## config.mk

```make
export PLATFORM = sky130hd
export DESIGN_NAME = easing_curve_unit
export DESIGN_NICKNAME = d
export VERILOG_FILES = /design/src/rtl/core/ecu_pkg.sv /design/src/rtl/core/ecu_div.sv /design/src/rtl/core/easing_curve_unit.sv
export VERILOG_INCLUDE_DIRS = /design/src /design/src/rtl/core
export SDC_FILE = /design/constraint.sdc
export NUM_CORES = 2
export LEC_CHECK = 0
export BUFFER_PORTS_ARGS = -buffer_cell sky130_fd_sc_hd__clkbuf_2
export CORE_MARGIN = 1.5
export CORE_UTILIZATION = 59
export DETAILED_ROUTE_END_ITERATION = 8
export PLACE_DENSITY = 0.78
export SLEW_MARGIN = 20
export SYNTH_ARGS = -nofsm -noshare
export SYNTH_HDL_FRONTEND = slang
export SYNTH_SLANG_ARGS = --single-unit
```

## constraint.sdc

```tcl
create_clock -name i_clk -period 6.2 [get_ports i_clk]
set_input_delay 0.31 -clock i_clk [delete_from_list [all_inputs] [get_ports i_clk]]
set_output_delay 0.31 -clock i_clk [all_outputs]
set_load 0.005 [all_outputs]
```

## src/rtl/core/assert_macros.svh

```systemverilog
// Concurrent assertion helpers, clocked on i_clk and held off during reset.
`ifndef ASSERT_MACROS_SVH
`define ASSERT_MACROS_SVH

// Same-cycle implication.
`define ECU_ASSERT_IMP(lbl, ante, cons, msg) \
    lbl: assert property (@(posedge i_clk) disable iff (!i_rst_n) (ante) |-> (cons)) \
        else $error(msg);

// Next-cycle implication.
`define ECU_ASSERT_NXT(lbl, ante, cons, msg) \
    lbl: assert property (@(posedge i_clk) disable iff (!i_rst_n) (ante) |=> (cons)) \
        else $error(msg);

`endif

```

## src/rtl/core/ecu_pkg.sv

```systemverilog
package ecu_pkg;

    localparam int TIME_BITS_DEF  = 16;
    localparam int VALUE_BITS_DEF = 16;

    localparam int CMD_BITS      = 3;
    localparam int FRAC_BITS     = 16;
    localparam int DIV_STEPS     = 2;
    localparam int DIV_STAGES    = FRAC_BITS / DIV_STEPS;
    localparam int W_BITS        = FRAC_BITS + 1;
    localparam int SQ_BITS       = 2 * W_BITS;
    localparam int CB_BITS       = 3 * W_BITS;
    localparam int F_BITS        = 2 * FRAC_BITS + 1;
    localparam int CUBE_IO_SHIFT = FRAC_BITS - 2;

    localparam logic [W_BITS-1:0] ONE_Q16 = W_BITS'(1) << FRAC_BITS;
    localparam logic [F_BITS-1:0] ONE_Q32 = F_BITS'(1) << (2 * FRAC_BITS);

    typedef enum logic [CMD_BITS-1:0] {
        CMD_QUAD_IN     = 3'd0,
        CMD_QUAD_OUT    = 3'd1,
        CMD_QUAD_INOUT  = 3'd2,
        CMD_CUBIC_IN    = 3'd3,
        CMD_CUBIC_OUT   = 3'd4,
        CMD_CUBIC_INOUT = 3'd5
    } t_cmd;

endpackage

```

## src/rtl/core/ecu_div.sv

```systemverilog
module ecu_div #(
    parameter int TIME_BITS = ecu_pkg::TIME_BITS_DEF,
    parameter int SIDE_BITS = 1
) (
    input  logic                             i_clk,
    input  logic [ecu_pkg::DIV_STAGES-1:0]   i_en,
    input  logic [TIME_BITS-1:0]             i_rem,
    input  logic [TIME_BITS-1:0]             i_den,
    input  logic [SIDE_BITS-1:0]             i_side,
    output logic [ecu_pkg::FRAC_BITS-1:0]    o_quo,
    output logic [SIDE_BITS-1:0]             o_side
);
    import ecu_pkg::*;

    logic [TIME_BITS-1:0] r_rem  [DIV_STAGES];
    logic [TIME_BITS-1:0] r_den  [DIV_STAGES];
    logic [FRAC_BITS-1:0] r_quo  [DIV_STAGES];
    logic [SIDE_BITS-1:0] r_side [DIV_STAGES];

    for (genvar k = 0; k < DIV_STAGES; k++) begin : g_stage
        logic [TIME_BITS-1:0] rem_in;
        logic [TIME_BITS-1:0] den_in;
        logic [FRAC_BITS-1:0] quo_in;
        logic [SIDE_BITS-1:0] side_in;
        logic [TIME_BITS-1:0] n_rem;
        logic [FRAC_BITS-1:0] n_quo;

        if (k == 0) begin : g_first
            assign rem_in  = i_rem;
            assign den_in  = i_den;
            assign quo_in  = '0;
            assign side_in = i_side;
        end else begin : g_next
            assign rem_in  = r_rem[k-1];
            assign den_in  = r_den[k-1];
            assign quo_in  = r_quo[k-1];
            assign side_in = r_side[k-1];
        end

        // shift in one zero bit of the numerator per step, subtract when it fits
        always_comb begin
            logic [TIME_BITS+1:0] diff;
            n_rem = rem_in;
            n_quo = quo_in;
            for (int s = 0; s < DIV_STEPS; s++) begin
                diff = {1'b0, n_rem, 1'b0} - {2'b00, den_in};
                if (!diff[TIME_BITS+1]) begin
                    n_rem = diff[TIME_BITS-1:0];
                end else begin
                    n_rem = {n_rem[TIME_BITS-2:0], 1'b0};
                end
                n_quo = {n_quo[FRAC_BITS-2:0], ~diff[TIME_BITS+1]};
            end
        end

        always_ff @(posedge i_clk) begin
            if (i_en[k]) begin
                r_rem[k]  <= n_rem;
                r_den[k]  <= den_in;
                r_quo[k]  <= n_quo;
                r_side[k] <= side_in;
            end
        end
    end

    assign o_quo  = r_quo[DIV_STAGES-1];
    assign o_side = r_side[DIV_STAGES-1];

endmodule

```

## src/rtl/core/easing_curve_unit.sv

```systemverilog
// Throughput: one beat per cycle while o_stall is low; the 8-stage divider (two
// quotient bits per stage) and the square, cube and scale multiplier stages all pipeline.
// A stalled output holds only the unbroken run of full stages next to the output; bubbles still fill.
// Reset: synchronous, active low, clears the stage valid bits only.
`include "assert_macros.svh"

module easing_curve_unit #(
    parameter int TIME_BITS  = ecu_pkg::TIME_BITS_DEF,
    parameter int VALUE_BITS = ecu_pkg::VALUE_BITS_DEF
) (
    input  logic                          i_clk,
    input  logic                          i_rst_n,
    input  logic                          i_valid,
    output logic                          o_stall,
    input  logic [ecu_pkg::CMD_BITS-1:0]  i_command,
    input  logic [TIME_BITS-1:0]          i_elapsed,
    input  logic [TIME_BITS-1:0]          i_span_length,
    input  logic signed [VALUE_BITS-1:0]  i_start_value,
    input  logic signed [VALUE_BITS-1:0]  i_change_amount,
    output logic                          o_valid,
    input  logic                          i_stall,
    output logic signed [VALUE_BITS:0]    o_eased_value,
    output logic                          o_past_end,
    output logic                          o_zero_span
);
    import ecu_pkg::*;

    localparam int S_IN    = 0;
    localparam int S_W     = DIV_STAGES + 1;
    localparam int S_SQ    = DIV_STAGES + 2;
    localparam int S_CB    = DIV_STAGES + 3;
    localparam int S_F     = DIV_STAGES + 4;
    localparam int S_PROD  = DIV_STAGES + 5;
    localparam int S_OUT   = DIV_STAGES + 6;
    localparam int NUM_ST  = DIV_STAGES + 7;
    localparam int PROD_W  = VALUE_BITS + F_BITS;

    typedef struct packed {
        logic [CMD_BITS-1:0]   sel;
        logic [VALUE_BITS-1:0] start;
        logic [VALUE_BITS-1:0] mag;
        logic                  neg;
        logic                  past;
        logic                  zero;
        logic                  full;
    } t_side;

    localparam int SIDE_BITS = $bits(t_side);

    logic [NUM_ST-1:0] r_vld;
    logic [NUM_ST-1:0] n_vld;
    logic [NUM_ST-1:0] en;

    // a stage moves when the output is not stalled or it or some stage after it is empty
    always_comb begin
        for (int k = 0; k < NUM_ST; k++) begin
            en[k] = !(i_stall && ((r_vld >> k) == ({NUM_ST{1'b1}} >> k)));
        end
    end

    always_comb begin
        n_vld = r_vld;
        if (en[S_IN]) begin
            n_vld[S_IN] = i_valid;
        end
        for (int k = 1; k < NUM_ST; k++) begin
            if (en[k]) begin
                n_vld[k] = r_vld[k-1];
            end
        end
    end

    always_ff @(posedge i_clk) begin
        if (!i_rst_n) begin
            r_vld <= '0;
        end else begin
            r_vld <= n_vld;
        end
    end

    assign o_stall = !en[S_IN];
    assign o_valid = r_vld[S_OUT];

    // input stage: flags and change magnitude
    logic [VALUE_BITS-1:0] chg;
    t_side                 n_in_side;
    t_side                 r_in_side;
    logic [TIME_BITS-1:0]  r_in_t;
    logic [TIME_BITS-1:0]  r_in_d;

    assign chg = i_change_amount;

    always_comb begin
        n_in_side.sel   = i_command;
        n_in_side.start = i_start_value;
        n_in_side.mag   = chg[VALUE_BITS-1] ? (~chg + 1'b1) : chg;
        n_in_side.neg   = chg[VALUE_BITS-1];
        n_in_side.past  = i_elapsed > i_span_length;
        n_in_side.zero  = i_span_length == '0;
        n_in_side.full  = i_elapsed >= i_span_length;
    end

    always_ff @(posedge i_clk) begin
        if (en[S_IN]) begin
            r_in_side <= n_in_side;
            r_in_t    <= i_elapsed;
            r_in_d    <= i_span_length;
        end
    end

    // progress u = elapsed * 2^16 / span
    logic [FRAC_BITS-1:0] div_quo;
    logic [SIDE_BITS-1:0] div_side_bits;
    t_side                div_side;

    ecu_div #(
        .TIME_BITS (TIME_BITS),
        .SIDE_BITS (SIDE_BITS)
    ) u_div (
        .i_clk  (i_clk),
        .i_en   (en[S_W-1:S_IN+1]),
        .i_rem  (r_in_t),
        .i_den  (r_in_d),
        .i_side (r_in_side),
        .o_quo  (div_quo),
        .o_side (div_side_bits)
    );

    assign div_side = t_side'(div_side_bits);

    // curve operand: u for the in curves and the first half of in-out, 1 - u otherwise
    logic              use_u;
    logic [W_BITS-1:0] n_w;
    t_side             r_w_side;
    logic [FRAC_BITS-1:0] r_w_u;
    logic [W_BITS-1:0] r_w_w;

    always_comb begin
        use_u = (div_side.sel == CMD_QUAD_IN) || (div_side.sel == CMD_CUBIC_IN)
             || (((div_side.sel == CMD_QUAD_INOUT) || (div_side.sel == CMD_CUBIC_INOUT))
                 && !div_quo[FRAC_BITS-1]);
        n_w   = use_u ? {1'b0, div_quo} : (ONE_Q16 - {1'b0, div_quo});
    end

    always_ff @(posedge i_clk) begin
        if (en[S_W]) begin
            r_w_side <= div_side;
            r_w_u    <= div_quo;
            r_w_w    <= n_w;
        end
    end

    // square
    t_side                r_sq_side;
    logic [FRAC_BITS-1:0] r_sq_u;
    logic [W_BITS-1:0]    r_sq_w;
    logic [SQ_BITS-1:0]   r_sq;

    always_ff @(posedge i_clk) begin
        if (en[S_SQ]) begin
            r_sq_side <= r_w_side;
            r_sq_u    <= r_w_u;
            r_sq_w    <= r_w_w;
            r_sq      <= SQ_BITS'(r_w_w) * SQ_BITS'(r_w_w);
        end
    end

    // cube
    t_side                r_cb_side;
    logic [FRAC_BITS-1:0] r_cb_u;
    logic [SQ_BITS-1:0]   r_cb_sq;
    logic [CB_BITS-1:0]   r_cb;

    always_ff @(posedge i_clk) begin
        if (en[S_CB]) begin
            r_cb_side <= r_sq_side;
            r_cb_u    <= r_sq_u;
            r_cb_sq   <= r_sq;
            r_cb      <= CB_BITS'(r_sq) * CB_BITS'(r_sq_w);
        end
    end

    // curve value in Q1.32
    logic [F_BITS-1:0] term;
    logic              comp;
    logic [F_BITS-1:0] n_f;
    t_side             r_f_side;
    logic [F_BITS-1:0] r_f;

    always_comb begin
        term = {1'b0, r_cb_u, {FRAC_BITS{1'b0}}};
        comp = 1'b0;
        case (r_cb_side.sel)
            CMD_QUAD_IN: begin
                term = r_cb_sq[F_BITS-1:0];
            end
            CMD_QUAD_OUT: begin
                term = r_cb_sq[F_BITS-1:0];
                comp = 1'b1;
            end
            CMD_QUAD_INOUT: begin
                term = {r_cb_sq[F_BITS-2:0], 1'b0};
                comp = r_cb_u[FRAC_BITS-1];
            end
            CMD_CUBIC_IN: begin
                term = r_cb[FRAC_BITS +: F_BITS];
            end
            CMD_CUBIC_OUT: begin
                term = r_cb[FRAC_BITS +: F_BITS];
                comp = 1'b1;
            end
            CMD_CUBIC_INOUT: begin
                term = r_cb[CUBE_IO_SHIFT +: F_BITS];
                comp = r_cb_u[FRAC_BITS-1];
            end
            default: begin
                term = {1'b0, r_cb_u, {FRAC_BITS{1'b0}}};
            end
        endcase
        if (r_cb_side.full) begin
            n_f = ONE_Q32;
        end else if (comp) begin
            n_f = ONE_Q32 - term;
        end else begin
            n_f = term;
        end
    end

    always_ff @(posedge i_clk) begin
        if (en[S_F]) begin
            r_f_side <= r_cb_side;
            r_f      <= n_f;
        end
    end

    // scale by |change|
    t_side              r_p_side;
    logic [PROD_W-1:0]  r_prod;

    always_ff @(posedge i_clk) begin
        if (en[S_PROD]) begin
            r_p_side <= r_f_side;
            r_prod   <= PROD_W'(r_f_side.mag) * PROD_W'(r_f);
        end
    end

    // add to start
    logic [VALUE_BITS:0] q;
    logic [VALUE_BITS:0] start_ext;
    logic [VALUE_BITS:0] n_out;
    logic [VALUE_BITS:0] r_out_val;
    logic                r_out_past;
    logic                r_out_zero;

    always_comb begin
        q         = r_prod[2*FRAC_BITS +: VALUE_BITS+1];
        start_ext = {r_p_side.start[VALUE_BITS-1], r_p_side.start};
        n_out     = r_p_side.neg ? (start_ext - q) : (start_ext + q);
    end

    always_ff @(posedge i_clk) begin
        if (en[S_OUT]) begin
            r_out_val  <= n_out;
            r_out_past <= r_p_side.past;
            r_out_zero <= r_p_side.zero;
        end
    end

    assign o_eased_value = r_out_val;
    assign o_past_end    = r_out_past;
    assign o_zero_span   = r_out_zero;

    `ECU_ASSERT_IMP(a_full_sat, r_vld[S_F] && r_f_side.full, r_f == ONE_Q32, "saturated item lost f = 1.0")
    `ECU_ASSERT_IMP(a_f_range, r_vld[S_F], r_f <= ONE_Q32, "curve value above 1.0")
    `ECU_ASSERT_NXT(a_prod_hold, r_vld[S_PROD] && !en[S_PROD], r_vld[S_PROD] && $stable(r_prod), "held product stage changed")

endmodule

```

# Word level (Yosys, flattened, before mapping)
# Memories as Yosys holds them, arrays and structs flattened.
# Index checks and enable logic that the tools add are counted.
[totals] register_bits=556 ram_bits=696 in_bits=71 elab_cells=195 memories=4
[memory_table] name="u_div.r_side" words=8 word_bits=39 rd=8 rd_clocked_by_memory_dff=0 write_ports=8 line_no="ecu_div.sv:18" rtl="logic [SIDE_BITS-1:0] r_side [DIV_STAGES];"
[memory_table] name="u_div.r_den" words=8 word_bits=16 rd=7 rd_clocked_by_memory_dff=0 write_ports=8 line_no="ecu_div.sv:16" rtl="logic [TIME_BITS-1:0] r_den [DIV_STAGES];"
[memory_table] name="u_div.r_quo" words=8 word_bits=16 rd=8 rd_clocked_by_memory_dff=0 write_ports=8 line_no="ecu_div.sv:17" rtl="logic [FRAC_BITS-1:0] r_quo [DIV_STAGES];"
[memory_table] name="u_div.r_rem" words=8 word_bits=16 rd=7 rd_clocked_by_memory_dff=0 write_ports=8 line_no="ecu_div.sv:15" rtl="logic [TIME_BITS-1:0] r_rem [DIV_STAGES];"
[op_classes] n_addsub=21 multipliers=3 magnitude_cmp=2 eq_ne=22 mux=30 bitwise=17 n_reduce_logical=27
[op_table] operator="17-bit by 16-bit subtractor with 18-bit output" count=16
[op_table] operator="16-bit two-way mux" count=17
[op_table] operator="33-bit case mux with 4 select lines" count=1
[op_table] operator="16-bit by 33-bit multiplier with 49-bit output" count=1
[op_table] operator="34-bit by 17-bit multiplier with 49-bit output" count=1
[op_table] operator="17-bit by 17-bit multiplier with 34-bit output" count=1
[op_table] operator="33-bit two-way mux" count=1
[op_table] operator="33-bit subtractor (first input constant)" count=1
[op_table] operator="17-bit adder" count=1
[op_table] operator="17-bit two-way mux" count=1
[op_table] operator="17-bit by 16-bit subtractor with 17-bit output (first input constant)" count=1
[op_table] operator="17-bit subtractor" count=1
[op_table] operator="16-bit by 1-bit adder with 16-bit output (second input constant)" count=1
[op_table] operator="16-bit >= comparator" count=1
[op_table] operator="16-bit greater-than comparator" count=1
[op_table] operator="1-bit logical AND" count=16
[op_table] operator="16-bit logical NOT" count=1
[op_table] operator="1-bit NOT" count=16
[op_table] operator="16-bit NOT" count=1
[op_table] operator="15-bit equality test (second input constant)" count=1
[op_table] operator="15-bit two-way mux" count=1
[op_table] operator="14-bit equality test (second input constant)" count=1
[op_table] operator="13-bit equality test (second input constant)" count=1
[op_table] operator="12-bit equality test (second input constant)" count=1
[op_table] operator="18 further kinds" count=37

# Longest topological paths before layout
# An unclocked memory read counts as a cell.
[depth] depth_word=6 ltp_mapped=27 depth_no_buf=25

# Modules after synthesis
# Synthesis repeated with hierarchy kept, for this count alone.
[hier_totals] hier_cells=8497 area_unflattened_um2=92681.4
[by_module_without_submodules] mod="easing_curve_unit" n_inst=1 cells_each=5969 area_per_inst_um2=60890.9 seq_area_each_um2=14984.4
[by_module_without_submodules] mod="ecu_div" n_inst=1 cells_each=2528 area_per_inst_um2=31790.5 seq_area_each_um2=18257.5

# Worst setup path after synthesis
# Ideal clock, no wire load.
[synth_timing] path_kind="register to register" startpoint="register r_sq[7]" endpoint="register r_cb[48] (data pin)" arrival_time_ns=6.524 required_ns=5.940 path_slack_ns=-0.584 path_stages_with_launch=26 cell_sequence="edfxtp_1 clkbuf_1 nand2_1 fa_1 inv_1 fa_1 inv_1 fa_1 inv_1 fa_1 fa_1 inv_1 fa_1 inv_1 ha_1 nand4_1 a211o_1 a2111oi_2 o21ai_1 a21oi_1 a31oi_1 o221ai_1 a221o_1 a21oi_1 o21bai_1 xnor2_1"
[synth_via] elab_chain_cells=1
[synth_rtl] element="from (decl)" line_no="easing_curve_unit.sv:157" rtl="logic [SQ_BITS-1:0] r_sq;"
[synth_rtl] element="from (signal assigned)" line_no="easing_curve_unit.sv:164" rtl="r_sq <= SQ_BITS'(r_w_w) * SQ_BITS'(r_w_w);"
[synth_rtl] element="34-bit by 17-bit multiplier with 49-bit output" line_no="easing_curve_unit.sv:179" rtl="r_cb <= CB_BITS'(r_sq) * CB_BITS'(r_sq_w);"
[synth_rtl] element="to (signal assigned)" line_no="easing_curve_unit.sv:179"
[synth_rtl] element="to (decl)" line_no="easing_curve_unit.sv:172" rtl="logic [CB_BITS-1:0] r_cb;"
# No other way between the ends.
# A chain may end at the register's enable or synchronous reset.

# Worst setup path in the final report
[layout_timing] startpoint="register r_f_side[10] in the netlist's numbering" endpoint="register r_prod[43] (data pin)"
[layout_via] elab_chain_cells=1
[layout_rtl] element="from (decl)" line_no="easing_curve_unit.sv:187" rtl="t_side r_f_side;"
[layout_rtl] element="from (signal assigned)" line_no="easing_curve_unit.sv:231" rtl="r_f_side <= r_cb_side;"
[layout_rtl] element="16-bit by 33-bit multiplier with 49-bit output" line_no="easing_curve_unit.sv:243" rtl="r_prod <= PROD_W'(r_f_side.mag) * PROD_W'(r_f);"
[layout_rtl] element="to (signal assigned)" line_no="easing_curve_unit.sv:243"
[layout_rtl] element="to (decl)" line_no="easing_curve_unit.sv:238" rtl="logic [PROD_W-1:0] r_prod;"
# No other way between the ends.

==> run_results.csv <==
group,metric,value,unit
critical_path,cp_max_fo,6,
die,initial_core_util,0.597,
layout,drive_gt1_frac,0.145,
run_status,violations,"design-rule violations, negative setup slack",
run_status,status,"complete, but fails checks",
timing,period_minus_slack,6640,ps
die,die_h,396,microns
logic_synthesis,yosysTopAreaCellShare,0.362,
logic_synthesis,synth_edf_count,1097,
critical_path,crit_type,"flip-flop to flip-flop",
grt,grt_usage,0.272,
logic_synthesis,synth_mux_area_frac,0.0122,
drt,dr.first_iter.drc_count,4514,
clock_network,cts_max_path_buffers,3,
critical_path,timing.rr.start,"r_f_side[10]$_DFFE_PN_",
clock_network,ctsRootBufferMaster,"clkbuf_16",
logic_synthesis,synth-compound-area-share,0.0730,
clock_network,numCtsBuffers,110,
timing,skew,129,ps
die,io_pins,92,
logic_synthesis,synth_top_family_by_area,"adder cells",
logic_synthesis,ys_seq_area_frac,0.365,
logic_synthesis,synthAdderAreaFrac,0.327,
layout,syn2layout_area_growth,14.9,%
timing,timing.fmax,150,MHz
logic_synthesis,synth_commonest_cells,"inv_1, fa_1, edfxtp_1",
logic_synthesis,synth-simple-area-share,0.115,
layout,multiInputGateArea,52300,sq um
critical_path,crit_path_start_kind,"flip-flop",
logic_synthesis,synthTopCellsByArea,"edfxtp_1, fa_1, ha_1, inv_1, nand2_1",
die,die_w,396,microns
clock_network,clk_latency,800,ps
drt,num_vias,61700,
timing,worst_pin_slew,1050,ps
grt,grt_pass1_vias,66200,
grt,antenna_found_initial,2,
worst_hold_path,worstHoldStart,"i_change_amount[2]",
clock_network,clk_pin_slew,60,ps
place,port_buffers,91,
timing,hold_viol_final,0,
critical_path,arrival,7110,ps
grt,grt_pass1_wl,340000,microns
timing,slew-limit-headroom,0.303,
drt,ant_nets,0,
drt,dr.pass1.iters,9,
logic_synthesis,ys.flop_type,"edfxtp_1",
logic_synthesis,syn_area,91100,sq um
logic_synthesis,synthDistinctLibCells,86,
die,rows,143,
grt,grt-ovfl-total,0,
drt,drt-wirelength-per-cell,18.8,microns
drt,drc_errors,2,
die,coreArea,153000,sq um
flow_run,maxCapViolations,0,
clock_network,cts.sinks,1112,
layout,fillers,10600,
critical_path,required,6670,ps
logic_synthesis,synth-xor-area-share,0.0327,
logic_synthesis,ys.warnings.count,0,
logic_synthesis,synthesis.instances,8317,
layout,register_area,33200,sq um
critical_path,critPathLaunch,"r_f_side[10]$_DFFE_PN_",
critical_path,crit_path_end_kind,"flip-flop",
clock_network,cts-htree-levels,3,
worst_hold_path,min_path_type,"input pin to flip-flop",
timing,fin_crit_sh,1.07,
timing,setup_viol,38,
logic_synthesis,synthArstFlopShare,0,
layout,layout.nets,10800,
timing,final_max_slew_viol_count,0,
drt,vias_per_cell,5.56,
logic_synthesis,syn_area_per_cell,10.9,sq um
logic_synthesis,yosysMostFrequentCell,"inv_1",
grt,grt_max_degree,73,
logic_synthesis,yosys.area.top_type,"edfxtp_1",
timing,rsz0062_at_grt,"yes",
drt,wirelength,209000,microns
die,die_area,157000,sq um
logic_synthesis,ys_ff_latch,1112,
timing,finalWorstSetupSlack,-445,ps
clock_network,tritoncts,"built",
place,hpwl,158000,microns
place,gp_congestion,0.911,
timing,setup_tns,-9530,ps
[stage by stage]
stage / cell area (sq um) / utilization / setup WS [ps] / hold WS [ps] / instances
after floorplan: 91500 / - / -45.9 / 400 / 8324
after CTS: 104000 / 0.680 / -491 / 29.2 / 11100
final: 105000 / 0.685 / -445 / 90.5 / 11100
after global placement: 98100 / 0.642 / -643 / 400 / 10700
after global routing: 105000 / 0.685 / -729 / 76.3 / 11100
after detailed placement: 98100 / 0.642 / -686 / 405 / 10700
[path summary, 6_finish.rpt]
kind                                  to  slack [ps]  cells after the start
setup / recovery    r_prod[43]$_DFFE_PN_        -440                     26
hold / removal    r_in_side[6]$_DFFE_PN_          90                      2
setup reg to reg    r_prod[43]$_DFFE_PN_        -440                     26
hold reg to reg   r_cb_side[6]$_DFFE_PN_         370                      0
[cell type report]
class,count,share of cell area
multi-input combinational,5397,0.500
clock inverter,76,0.00981
timing repair buffer,808,0.0655
inverter,1547,0.0556
clock buffer,131,0.0274
antenna,1,0.0000239
sequential,1112,0.318
tap,2030,0.0243
[metal layers]
layer | up-vias | share of wire | global-route usage
li1 | 28300 | - | -
met1 | 30900 | 0.40 | 0.342
met2 | 2029 | 0.51 | 0.481
met3 | 525 | 0.054 | 0.0308
met4 | 2 | 0.040 | 0.102
met5 | - | 0.000077 | 0
[cells in the final DEF (no fill, tap or decap), types with 50 or more instances in the layout]
master | synthesis | layout
inv_1 | 1544 | 1494
edfxtp_1 | 1097 | 1097
fa_1 | 1101 | 1048
nand2_1 | 951 | 932
ha_1 | 615 | 581
buf_4 | 2 | 562
and2_1 | 492 | 468
nor2_1 | 328 | 311
a21oi_1 | 309 | 282
xnor2_1 | 223 | 217
o21ai_0 | 233 | 212
a21o_1 | 120 | 120
xor2_1 | 117 | 115
clkbuf_16 | 0 | 115
clkbuf_2 | 0 | 91
mux2_2 | 87 | 87
o21a_1 | 86 | 86
nor2b_1 | 81 | 80
dlygate4sd3_1 | 0 | 74
nor3_1 | 61 | 56
nand3_1 | 57 | 54
fa_2 | 0 | 53
inv_2 | 3 | 50
[flip-flops by register name, indices dropped and copies added (netlist names), 19 cells and up]
register and flops:
u_div.r_side 312, u_div.r_den 112, u_div.r_rem 112, u_div.r_quo 72, r_cb_side 39, r_in_side 39, r_sq_side 39, r_w_side 39
r_cb 35, r_f_side 35, r_f 33, r_sq 32, r_cb_sq 31, r_p_side 19
[cell families (layout without fill, tap and decap cells)]
logic type,after synthesis,count (layout)
muxes,100,100
AOI/OAI and AO/OA,1044,1044
xor gates and xnor gates,340,340
other,2,10
DFF,1112,1112
adders and majority gates,1716,1716
buffers and inverters,1815,2562
and+or+nand+nor,2188,2188
[critical path, cell delays in order (launching register included)]
cell and delay (ps):
edfxtp_1 460, buf_12 170, and2_4 160, fa_1 550, inv_2 40, fa_1 460, fa_1 510, inv_2 50
fa_1 490, fa_1 520, inv_1 60, fa_1 490, inv_2 50, ha_4 210, a211o_1 300, nor4_2 290
buf_4 160, nand3_2 70, o211ai_1 180, buf_4 170, o21ai_4 70, nand3_2 100, a31oi_1 90, buf_4 170
o31a_1 280, mux2i_1 160, nand2_1 60
[repair_timing]
item,4_1_cts,5_1_grt
endpoints found under the setup margin,40,107
hold buffers,74,0
setup buffers,43,35
gates cloned,4,5
resized for setup,196,125
pin swaps,130,112
hold endpoints to repair,82,0
Power is not shown: default switching activity piles up to over one toggle a cycle in this logic, so the estimate is an artifact.
